`src/rtl/core/actc_pkg.sv`:
```
package actc_pkg;

	typedef struct packed {
		logic [7:0] glyph;
		logic [7:0] fg_index;
		logic [7:0] bg_index;
		logic       frame_start;
		logic       newline_after;
	} cell_t;

	typedef struct packed {
		logic [7:0] out_byte;
		logic       last_byte;
	} term_t;

	localparam int GLYPH_DEPTH = 256;
	localparam int CODE_W      = 16;

	localparam logic [7:0] CH_ESC  = 8'h1B;
	localparam logic [7:0] CH_LBR  = 8'h5B;
	localparam logic [7:0] CH_H    = 8'h48;
	localparam logic [7:0] CH_M    = 8'h6D;
	localparam logic [7:0] CH_SEMI = 8'h3B;
	localparam logic [7:0] CH_LF   = 8'h0A;
	localparam logic [7:0] CH_0    = 8'h30;
	localparam logic [7:0] CH_1    = 8'h31;
	localparam logic [7:0] CH_2    = 8'h32;
	localparam logic [7:0] CH_3    = 8'h33;
	localparam logic [7:0] CH_4    = 8'h34;
	localparam logic [7:0] CH_5    = 8'h35;
	localparam logic [7:0] CH_8    = 8'h38;

	// CP437 code points, zero and 255 both map to a space.
	localparam logic [15:0] GLYPH_CODE [GLYPH_DEPTH] = '{
		16'h0020,16'h263A,16'h263B,16'h2665,16'h2666,16'h2663,16'h2660,16'h2022,
		16'h25D8,16'h25CB,16'h25D9,16'h2642,16'h2640,16'h266A,16'h266B,16'h263C,
		16'h25BA,16'h25C4,16'h2195,16'h203C,16'h00B6,16'h00A7,16'h25AC,16'h21A8,
		16'h2191,16'h2193,16'h2192,16'h2190,16'h221F,16'h2194,16'h25B2,16'h25BC,
		16'h0020,16'h0021,16'h0022,16'h0023,16'h0024,16'h0025,16'h0026,16'h0027,
		16'h0028,16'h0029,16'h002A,16'h002B,16'h002C,16'h002D,16'h002E,16'h002F,
		16'h0030,16'h0031,16'h0032,16'h0033,16'h0034,16'h0035,16'h0036,16'h0037,
		16'h0038,16'h0039,16'h003A,16'h003B,16'h003C,16'h003D,16'h003E,16'h003F,
		16'h0040,16'h0041,16'h0042,16'h0043,16'h0044,16'h0045,16'h0046,16'h0047,
		16'h0048,16'h0049,16'h004A,16'h004B,16'h004C,16'h004D,16'h004E,16'h004F,
		16'h0050,16'h0051,16'h0052,16'h0053,16'h0054,16'h0055,16'h0056,16'h0057,
		16'h0058,16'h0059,16'h005A,16'h005B,16'h005C,16'h005D,16'h005E,16'h005F,
		16'h0060,16'h0061,16'h0062,16'h0063,16'h0064,16'h0065,16'h0066,16'h0067,
		16'h0068,16'h0069,16'h006A,16'h006B,16'h006C,16'h006D,16'h006E,16'h006F,
		16'h0070,16'h0071,16'h0072,16'h0073,16'h0074,16'h0075,16'h0076,16'h0077,
		16'h0078,16'h0079,16'h007A,16'h007B,16'h007C,16'h007D,16'h007E,16'h2302,
		16'h00C7,16'h00FC,16'h00E9,16'h00E2,16'h00E4,16'h00E0,16'h00E5,16'h00E7,
		16'h00EA,16'h00EB,16'h00E8,16'h00EF,16'h00EE,16'h00EC,16'h00C4,16'h00C5,
		16'h00C9,16'h00E6,16'h00C6,16'h00F4,16'h00F6,16'h00F2,16'h00FB,16'h00F9,
		16'h00FF,16'h00D6,16'h00DC,16'h00A2,16'h00A3,16'h00A5,16'h20A7,16'h0192,
		16'h00E1,16'h00ED,16'h00F3,16'h00FA,16'h00F1,16'h00D1,16'h00AA,16'h00BA,
		16'h00BF,16'h2310,16'h00AC,16'h00BD,16'h00BC,16'h00A1,16'h00AB,16'h00BB,
		16'h2591,16'h2592,16'h2593,16'h2502,16'h2524,16'h2561,16'h2562,16'h2556,
		16'h2555,16'h2563,16'h2551,16'h2557,16'h255D,16'h255C,16'h255B,16'h2510,
		16'h2514,16'h2534,16'h252C,16'h251C,16'h2500,16'h253C,16'h255E,16'h255F,
		16'h255A,16'h2554,16'h2569,16'h2566,16'h2560,16'h2550,16'h256C,16'h2567,
		16'h2568,16'h2564,16'h2565,16'h2559,16'h2558,16'h2552,16'h2553,16'h256B,
		16'h256A,16'h2518,16'h250C,16'h2588,16'h2584,16'h258C,16'h2590,16'h2580,
		16'h03B1,16'h00DF,16'h0393,16'h03C0,16'h03A3,16'h03C3,16'h00B5,16'h03C4,
		16'h03A6,16'h0398,16'h03A9,16'h03B4,16'h221E,16'h03C6,16'h03B5,16'h2229,
		16'h2261,16'h00B1,16'h2265,16'h2264,16'h2320,16'h2321,16'h00F7,16'h2248,
		16'h00B0,16'h2219,16'h00B7,16'h221A,16'h207F,16'h00B2,16'h25A0,16'h0020
	};

endpackage

```
`src/rtl/core/actc_ram.sv`:
```
module actc_ram #(
	parameter int WIDTH = 16,
	parameter int DEPTH = 256,
	localparam int AW = (DEPTH > 1) ? $clog2(DEPTH) : 1
) (
	input  logic             clk,
	input  logic             we,
	input  logic [AW-1:0]    waddr,
	input  logic [WIDTH-1:0] wdata,
	input  logic             re,
	input  logic [AW-1:0]    raddr,
	output logic [WIDTH-1:0] rdata
);

	logic [WIDTH-1:0] mem_q [DEPTH];

	always_ff @(posedge clk) begin
		if (we) begin
			mem_q[waddr] <= wdata;
		end
		if (re) begin
			rdata <= mem_q[raddr];
		end
	end

endmodule

```
`src/rtl/core/actc_seq.sv`:
```
module actc_seq import actc_pkg::*; (
	input  logic        clk,
	input  logic        arst_n,
	input  logic        enable,
	input  logic        cell_valid,
	output logic        cell_ready,
	input  cell_t       cell_req,
	input  logic [15:0] code,
	output logic        push_valid,
	input  logic        push_ready,
	output term_t       push
);

	typedef enum logic [3:0] {
		S_IDLE, S_HOME, S_CSI, S_PRE, S_DEC, S_SEMI, S_M, S_UTF, S_LF
	} state_t;

	state_t      state_q;
	logic [2:0]  pos_q;
	logic [1:0]  comp_q;
	logic        which_q;
	logic        fg_new_q;
	logic        bg_new_q;
	logic        nl_q;
	logic [8:0]  fg_lv_q;
	logic [8:0]  bg_lv_q;
	logic [7:0]  last_fg_q;
	logic [7:0]  last_bg_q;
	logic        known_q;

	// Splits a palette index into three cube levels {r, g, b}, each 0..5.
	function automatic logic [8:0] cube_levels(input logic [7:0] idx);
		logic [7:0]  v;
		logic [13:0] p1;
		logic [2:0]  r;
		logic [5:0]  rem;
		logic [10:0] p2;
		logic [2:0]  g;
		logic [5:0]  b;
		v   = idx - 8'd16;
		p1  = {6'd0, v} * 14'd57;
		r   = p1[13:11];
		rem = 6'(v - 8'(r) * 8'd36);
		p2  = {5'd0, rem} * 11'd43;
		g   = p2[10:8];
		b   = rem - 6'(g * 6'd6);
		if (idx < 8'd16 || idx > 8'd231) begin
			cube_levels = '0;
		end else begin
			cube_levels = {r, g, b[2:0]};
		end
	endfunction

	function automatic logic [2:0] dec_len(input logic [2:0] lv);
		case (lv)
			3'd0:    dec_len = 3'd1;
			3'd1:    dec_len = 3'd2;
			default: dec_len = 3'd3;
		endcase
	endfunction

	// Decimal digits of 51 * level, most significant first.
	function automatic logic [7:0] dec_char(input logic [2:0] lv, input logic [2:0] pos);
		dec_char = CH_0;
		case (lv)
			3'd1:    dec_char = (pos == 3'd0) ? CH_5 : CH_1;
			3'd2:    dec_char = (pos == 3'd0) ? CH_1 : (pos == 3'd1) ? CH_0 : CH_2;
			3'd3:    dec_char = (pos == 3'd0) ? CH_1 : (pos == 3'd1) ? CH_5 : CH_3;
			3'd4:    dec_char = (pos == 3'd0) ? CH_2 : (pos == 3'd1) ? CH_0 : CH_4;
			3'd5:    dec_char = (pos == 3'd0) ? CH_2 : CH_5;
			default: dec_char = CH_0;
		endcase
	endfunction

	function automatic logic [2:0] utf_len(input logic [15:0] cp);
		if (cp < 16'h0080) begin
			utf_len = 3'd1;
		end else if (cp < 16'h0800) begin
			utf_len = 3'd2;
		end else begin
			utf_len = 3'd3;
		end
	endfunction

	function automatic logic [7:0] utf_byte(input logic [15:0] cp, input logic [2:0] pos);
		logic [2:0] len;
		len = utf_len(cp);
		utf_byte = 8'h80 | {2'b00, cp[5:0]};
		case (pos)
			3'd0: begin
				if (len == 3'd1) begin
					utf_byte = cp[7:0];
				end else if (len == 3'd2) begin
					utf_byte = 8'hC0 | {3'b000, cp[10:6]};
				end else begin
					utf_byte = 8'hE0 | {4'b0000, cp[15:12]};
				end
			end
			3'd1: begin
				if (len == 3'd3) begin
					utf_byte = 8'h80 | {2'b00, cp[11:6]};
				end
			end
			default: utf_byte = 8'h80 | {2'b00, cp[5:0]};
		endcase
	endfunction

	logic [8:0] lv_set;
	logic [2:0] lv;
	logic [7:0] cur_byte;
	logic       seg_end;
	logic       is_last;
	logic       adv;
	logic       take;
	logic       fg_new_in;
	logic       bg_new_in;

	always_comb begin
		lv_set = which_q ? bg_lv_q : fg_lv_q;
		case (comp_q)
			2'd0:    lv = lv_set[8:6];
			2'd1:    lv = lv_set[5:3];
			default: lv = lv_set[2:0];
		endcase
	end

	always_comb begin
		cur_byte = CH_SEMI;
		seg_end  = 1'b1;
		case (state_q)
			S_HOME: begin
				cur_byte = (pos_q == 3'd0) ? CH_ESC : (pos_q == 3'd1) ? CH_LBR : CH_H;
				seg_end  = (pos_q == 3'd2);
			end
			S_CSI: begin
				cur_byte = (pos_q == 3'd0) ? CH_ESC : CH_LBR;
				seg_end  = (pos_q == 3'd1);
			end
			S_PRE: begin
				case (pos_q)
					3'd0:    cur_byte = which_q ? CH_4 : CH_3;
					3'd1:    cur_byte = CH_8;
					3'd3:    cur_byte = CH_2;
					default: cur_byte = CH_SEMI;
				endcase
				seg_end = (pos_q == 3'd4);
			end
			S_DEC: begin
				cur_byte = dec_char(lv, pos_q);
				seg_end  = (pos_q == dec_len(lv) - 3'd1);
			end
			S_SEMI:  cur_byte = CH_SEMI;
			S_M:     cur_byte = CH_M;
			S_UTF: begin
				cur_byte = utf_byte(code, pos_q);
				seg_end  = (pos_q == utf_len(code) - 3'd1);
			end
			S_LF:    cur_byte = CH_LF;
			default: cur_byte = CH_SEMI;
		endcase
	end

	assign is_last    = (state_q == S_LF) || (state_q == S_UTF && seg_end && !nl_q);
	assign push_valid = (state_q != S_IDLE);
	assign push       = '{out_byte: cur_byte, last_byte: is_last};
	assign adv        = push_valid && push_ready;
	assign cell_ready = enable && (state_q == S_IDLE || (adv && is_last));
	assign take       = cell_valid && cell_ready;

	assign fg_new_in = cell_req.frame_start || !known_q || (cell_req.fg_index != last_fg_q);
	assign bg_new_in = cell_req.frame_start || !known_q || (cell_req.bg_index != last_bg_q);

	always_ff @(posedge clk or negedge arst_n) begin
		if (!arst_n) begin
			state_q   <= S_IDLE;
			pos_q     <= '0;
			comp_q    <= '0;
			which_q   <= 1'b0;
			fg_new_q  <= 1'b0;
			bg_new_q  <= 1'b0;
			nl_q      <= 1'b0;
			last_fg_q <= '0;
			last_bg_q <= '0;
			known_q   <= 1'b0;
		end else if (take) begin
			pos_q     <= '0;
			comp_q    <= '0;
			which_q   <= !fg_new_in;
			fg_new_q  <= fg_new_in;
			bg_new_q  <= bg_new_in;
			nl_q      <= cell_req.newline_after;
			last_fg_q <= cell_req.fg_index;
			last_bg_q <= cell_req.bg_index;
			known_q   <= 1'b1;
			if (cell_req.frame_start) begin
				state_q <= S_HOME;
			end else if (fg_new_in || bg_new_in) begin
				state_q <= S_CSI;
			end else begin
				state_q <= S_UTF;
			end
		end else if (adv) begin
			if (!seg_end) begin
				pos_q <= pos_q + 3'd1;
			end else begin
				pos_q <= '0;
				case (state_q)
					S_HOME:  state_q <= (fg_new_q || bg_new_q) ? S_CSI : S_UTF;
					S_CSI:   state_q <= S_PRE;
					S_PRE: begin
						state_q <= S_DEC;
						comp_q  <= '0;
					end
					S_DEC: begin
						if (comp_q != 2'd2 || (!which_q && bg_new_q)) begin
							state_q <= S_SEMI;
						end else begin
							state_q <= S_M;
						end
					end
					S_SEMI: begin
						if (comp_q != 2'd2) begin
							state_q <= S_DEC;
							comp_q  <= comp_q + 2'd1;
						end else begin
							state_q <= S_PRE;
							which_q <= 1'b1;
							comp_q  <= '0;
						end
					end
					S_M:     state_q <= S_UTF;
					S_UTF:   state_q <= nl_q ? S_LF : S_IDLE;
					default: state_q <= S_IDLE;
				endcase
			end
		end
	end

	// Cube levels are payload, loaded with each cell.
	always_ff @(posedge clk) begin
		if (take) begin
			fg_lv_q <= cube_levels(cell_req.fg_index);
			bg_lv_q <= cube_levels(cell_req.bg_index);
		end
	end

endmodule

```
`src/rtl/core/actc_outbuf.sv`:
```
module actc_outbuf import actc_pkg::*; (
	input  logic  clk,
	input  logic  arst_n,
	input  logic  push_valid,
	output logic  push_ready,
	input  term_t push,
	output logic  term_valid,
	input  logic  term_ready,
	output term_t term
);

	term_t      ent_q [2];
	logic       wr_q;
	logic       rd_q;
	logic [1:0] cnt_q;
	logic       do_push;
	logic       do_pop;

	assign push_ready = (cnt_q != 2'd2);
	assign term_valid = (cnt_q != 2'd0);
	assign term       = ent_q[rd_q];
	assign do_push    = push_valid && push_ready;
	assign do_pop     = term_valid && term_ready;

	always_ff @(posedge clk or negedge arst_n) begin
		if (!arst_n) begin
			wr_q  <= 1'b0;
			rd_q  <= 1'b0;
			cnt_q <= '0;
		end else begin
			if (do_push) begin
				wr_q <= !wr_q;
			end
			if (do_pop) begin
				rd_q <= !rd_q;
			end
			cnt_q <= cnt_q + {1'b0, do_push} - {1'b0, do_pop};
		end
	end

	always_ff @(posedge clk) begin
		if (do_push) begin
			ent_q[wr_q] <= push;
		end
	end

endmodule

```
`src/rtl/core/ansi_truecolor_cell_encoder.sv`:
```
// Channel  Direction  Handshake                Payload
// cell     in         cell_valid / cell_ready  cell_t: glyph, colors, frame and line flags
// term     out        term_valid / term_ready  term_t: one stream byte, last-byte mark
//
// A cell produces from 1 byte (glyph only) to 43 bytes (cursor home, both color escapes,
// three UTF-8 bytes and a line feed); the byte sequencer emits one byte a cycle while
// the output buffer has room. The next cell is taken in the cycle in which the sequencer
// passes on the last byte. After reset the glyph table memory is filled from the code
// point table, one entry a cycle, and cell_ready stays low until every entry is written.
// A stall on term holds the sequencer once the two-entry output buffer is full.
module ansi_truecolor_cell_encoder import actc_pkg::*; (
	input  logic  clk,
	input  logic  arst_n,
	input  logic  cell_valid,
	output logic  cell_ready,
	input  cell_t cell_req,
	output logic  term_valid,
	input  logic  term_ready,
	output term_t term
);

	localparam int AW = $clog2(GLYPH_DEPTH);

	// The fill counter walks every table entry once; its top bit marks the end.
	logic [AW:0]       fill_q;
	logic              fill_done;
	logic [CODE_W-1:0] code;
	logic              take;
	logic              push_valid;
	logic              push_ready;
	term_t             push;

	assign fill_done = fill_q[AW];
	assign take      = cell_valid && cell_ready;

	always_ff @(posedge clk or negedge arst_n) begin
		if (!arst_n) begin
			fill_q <= '0;
		end else if (!fill_done) begin
			fill_q <= fill_q + 1'b1;
		end
	end

	// The code point of a cell's glyph is read when the cell is taken and is held
	// for the whole cell; the glyph bytes come no earlier than the cycle after the take.
	actc_ram #(
		.WIDTH (CODE_W),
		.DEPTH (GLYPH_DEPTH)
	) u_glyph_ram (
		.clk   (clk),
		.we    (!fill_done),
		.waddr (fill_q[AW-1:0]),
		.wdata (GLYPH_CODE[fill_q[AW-1:0]]),
		.re    (take),
		.raddr (cell_req.glyph),
		.rdata (code)
	);

	// Color memory and escape sequencing live in the sequencer.
	actc_seq u_seq (
		.clk        (clk),
		.arst_n     (arst_n),
		.enable     (fill_done),
		.cell_valid (cell_valid),
		.cell_ready (cell_ready),
		.cell_req   (cell_req),
		.code       (code),
		.push_valid (push_valid),
		.push_ready (push_ready),
		.push       (push)
	);

	// The output buffer lets the sequencer run on while a byte waits to be taken.
	actc_outbuf u_outbuf (
		.clk        (clk),
		.arst_n     (arst_n),
		.push_valid (push_valid),
		.push_ready (push_ready),
		.push       (push),
		.term_valid (term_valid),
		.term_ready (term_ready),
		.term       (term)
	);

endmodule

```
`config.mk`:
```
export PLATFORM = sky130hd
export DESIGN_NAME = ansi_truecolor_cell_encoder
export DESIGN_NICKNAME = d
export VERILOG_FILES = /design/src/rtl/core/actc_pkg.sv /design/src/rtl/core/actc_ram.sv /design/src/rtl/core/actc_seq.sv /design/src/rtl/core/actc_outbuf.sv /design/src/rtl/core/ansi_truecolor_cell_encoder.sv
export SDC_FILE = /design/constraint.sdc
export NUM_CORES = 2
export LEC_CHECK = 0
export BUFFER_PORTS_ARGS = -buffer_cell sky130_fd_sc_hd__buf_4
export CAP_MARGIN = 40
export CORE_MARGIN = 2
export CORE_UTILIZATION = 60
export CTS_BUF_LIST = sky130_fd_sc_hd__clkbuf_4
export DETAILED_ROUTE_END_ITERATION = 7
export PLACE_DENSITY = 0.83
export REMOVE_ABC_BUFFERS = 1
export SLEW_MARGIN = 20
export SYNTH_ARGS = -nofsm -noshare
export SYNTH_HDL_FRONTEND = slang
export SYNTH_HIERARCHICAL = 1
export SYNTH_MEMORY_MAX_BITS = 65536
export SYNTH_SLANG_ARGS = --single-unit
```
`constraint.sdc`:
```
create_clock -name clk -period 21.1 [get_ports clk]
set_input_delay 1.055 -clock clk [delete_from_list [all_inputs] [get_ports clk]]
set_output_delay 1.055 -clock clk [all_outputs]
set_load 0.01 [all_outputs]
```
==> flow_summary.ini <==
[run_status]
status = complete, no violations

[synth]
async_set_or_reset_register_ratio_after_synthesis = 0.0103
synth_xor_area_frac = 0.00441
fraction_of_synthesized_area_in_multiplexers = 0.149
yosys_top_cell_area_share = 0.738
synth_area_um2 = 169000
synth_adder_area_share = 0.0123
synth_seq_area_share = 0.744
leading_register_cell_type_out_of_synthesis = sky130_fd_sc_hd__edfxtp_1
ys_ff_latch = 4191
fraction_of_the_mapped_netlist_area_in_simple_logic_gates = 0.0236
ys_top_cells_by_count = 4148 x sky130_fd_sc_hd__edfxtp_1, 803 x sky130_fd_sc_hd__mux4_2, 571 x sky130_fd_sc_hd__mux2i_1, 387 x sky130_fd_sc_hd__nor2_1, 270 x sky130_fd_sc_hd__clkbuf_1
postSynthAreaPerCell_um2 = 19.9
yosys.area.top_type = sky130_fd_sc_hd__edfxtp_1
yosys.cell_types.count = 95
count_of_flip_flops_with_a_built_in_enable_after_synthesis = 4148
netlist_top_cells_area = sky130_fd_sc_hd__edfxtp_1 74%, sky130_fd_sc_hd__mux4_2 11%, sky130_fd_sc_hd__mux2i_1 3.4%
synth_compound_gate_area_share = 0.0455
combinational_family_with_the_most_area_after_synthesis = multiplexers
yosysWarningCount = 6
synth_most_common_cell = sky130_fd_sc_hd__edfxtp_1
number_of_instances_in_the_synthesized_netlist = 8492

[worst_setup_path]
start_kind = primary input
cells_on_worst_reg2reg_path = 12
worst_path_largest_cell_delay_ns = 0.54
crit-reg2reg-capture = u_glyph_ram/mem_q[110][0]
critPathCapture = u_seq/bg_lv_q[2]
cp.required_ns = 22.47
critical_path.slowest_cell = sky130_fd_sc_hd__dlygate4sd3_1
reg2reg_from = fill_q[1]
timing.critical_path.arrival_ns = 9.02
path_class = in2reg
timing.reg2reg.setup_slack_ns = 15.53
crit_path_start = cell_req[6]
endpoint_kind = flip-flop
crit_top_cell = sky130_fd_sc_hd__ha_1
timing.critical_path.fanout_max = 7

[cts]
post_cts.repair.setup_buffers = 0
clock-root-buffer = sky130_fd_sc_hd__clkbuf_4
cts_htree_levels = 6
cts_tree = yes
clock_sinks = 4191
cts.path.max_buffers = 4
cts_made_buffers = 960
cts.reportedPaths.clkPinSlew_ns = 0.07
worst_skew_pair.late_latency_ns = 1.68

[power_and_ir_drop]
vdd_ir_drop_max_uv = 262
finalPower_uw = 18000
total_leakage_power_uw = 0.0624
power_density_nw_per_um2 = 93.8

[drt]
final_antenna_net_count = 0
remaining_drc_errors = 0
wl_um = 451000
route.detailed.wl_per_inst_um = 30.1
detailroute.via_count = 96637
drt_iter0_markers = 15123
drt_first_pass_iters = 8
avgViaCountPerCell = 6.46

[grt]
grt-ovfl-total = 0
via_count_of_the_first_global_routing_pass = 97737
grt_max_degree = 225
grt_antenna_before_repair = 20
grt_pass1_wl_um = 649000
grt_use_total = 0.313

[floorplanning]
die-height_um = 534
die_width_um = 534
die_area_um2 = 286000
coreArea_um2 = 280000
start_util = 0.604
ios = 41
rows = 194

[placed_design]
placed_instances = 13176
detailed_place_hpwl_um = 266000
gp_congestion = 0.950
portBuffers = 40

[timing]
slew_violations = 0
final_hold_violating_endpoints = 0
tightest_slew_ns = 1.22
grt_setup_unrepaired = no
finClkSkew_ns = 0.111
achievable-frequency_ghz = 0.131
final_period_minus_worst_setup_slack_ns = 7.65
fin_crit_sh = 0.363
finalSetupViolCount = 0
worst_slew_margin_rel = 0.188

[job]
max-cap-violations = 0

[hold_path]
hp-class = in2reg

[cells_and_area]
finalNonFillerCells = 14963
synthToLayoutAreaGrowth_pct = 13.8
layout-drive-gt1-share = 0.270
fin_nets = 10647
cell type report:
class	instances	area, um2
tap	3724	4660
multi-input combinational	4702	44000
fill	16469	87600
inverter	90	348
clock buffer	1411	10600
timing repair buffer	520	4980
sequential	4191	126000
antenna	19	47.5
clock inverter	306	1810
worst min path at each step:
stage | from | end | slack [ns] | cells after the start
floorplan | u_seq/known_q | u_seq/known_q | 0.44 | 1
global placement | u_outbuf/wr_q | u_outbuf/wr_q | 0.48 | 1
detailed placement | u_outbuf/wr_q | u_outbuf/wr_q | 0.49 | 1
CTS | cell_req[9] | u_seq/last_bg_q[7] | 0.16 | 3
global route | cell_req[16] | u_seq/last_fg_q[6] | 0.24 | 3
finish | term_ready | u_outbuf/rd_q | 0.27 | 4
state kept, by name, indices dropped and copies added (netlist names), 3 cells and up:
signal             cells
u_glyph_ram/mem_q   4096
u_outbuf/ent_q        18
u_glyph_ram/rdata     16
fill_q                 9
u_seq/bg_lv_q          9
u_seq/fg_lv_q          9
u_seq/last_bg_q        8
u_seq/last_fg_q        8
u_seq/state_q          4
u_seq/pos_q            3
cells in the final DEF, fill, tap and decap left out, drive strengths merged, types with 15 or more instances in the layout:
cell	synthesis	final
o211ai	15	15
a31oi	28	28
edfxtp	4148	4148
nor4	21	21
o221ai	264	264
mux2	126	126
clkinv	1	270
o22ai	154	154
xor2	18	18
o32ai	25	25
a22oi	53	53
and3	19	19
nand4	36	36
dfrtp	43	43
a22o	33	33
a211oi	30	30
nor3	113	113
clkbuf	270	1411
dlygate4sd3	0	24
nor2b	33	33
nand2	101	101
conb	1	1024
mux4	803	803
ha	133	133
o31ai	21	21
nand3	55	55
xnor2	67	67
buf	262	495
nand2b	26	26
nor2	387	387
fa	19	19
diode	0	19
o21ai	92	92
a221oi	41	41
mux2i	571	571
a21oi	244	244
inv	89	116
report_power, final:
group	switching, uW	total (uW)	internal [uW]
Clock	3230	6430	3200
Sequential	6.93	9150	9150
Combinational	1350	2440	1090
logic make-up (layout without fill, tap and decap cells):
kind of cell    Yosys count  count (layout)
buf+inv                 622            2327
fa+ha+maj               156             156
xor+xnor                 85              85
compound gates         1086            1086
other cells               1            1043
flops                  4191            4191
simple gates            851             851
mux                    1500            1500
timing repair:
item	CTS	global route
hold endpoints to repair	87	0
hold buffers	25	0
resized for setup	0	0
worst max-delay path, delay by kind of cell:
family          cells  cell delay (ns)
xor+xnor            8             1.78
simple gates        3             0.28
fa+ha+maj          13             3.99
compound gates      3             0.75
buf+inv             7             1.16
layer usage:
| layer | GRT usage | share of wire | vias up |
|---|---|---|---|
| met1 | 0.402 | 0.33 | 48011 |
| met3 | 0.0943 | 0.14 | 1461 |
| met4 | 0.171 | 0.062 | 16 |
| li1 | - | - | 38997 |
| met5 | 0 | 0.00023 | - |
| met2 | 0.483 | 0.47 | 8152 |
per-stage QoR:
| stage | hold slack (ns) | setup TNS [ns] | worst slack, ns | area [um2] | util |
|---|---|---|---|---|---|
| after floorplan | 0.441 | -321.74 | -1.26 | 170000 | - |
| final | 0.275 | 0 | 13.45 | 192000 | 0.687 |
| after global placement | 0.479 | 0 | 12.24 | 178000 | 0.636 |
| after detailed placement | 0.487 | 0 | 12.34 | 179000 | 0.640 |
| after CTS | 0.158 | 0 | 13.52 | 192000 | 0.685 |
| after global routing | 0.239 | 0 | 12.85 | 192000 | 0.687 |
(Power assumes the default switching activity.)
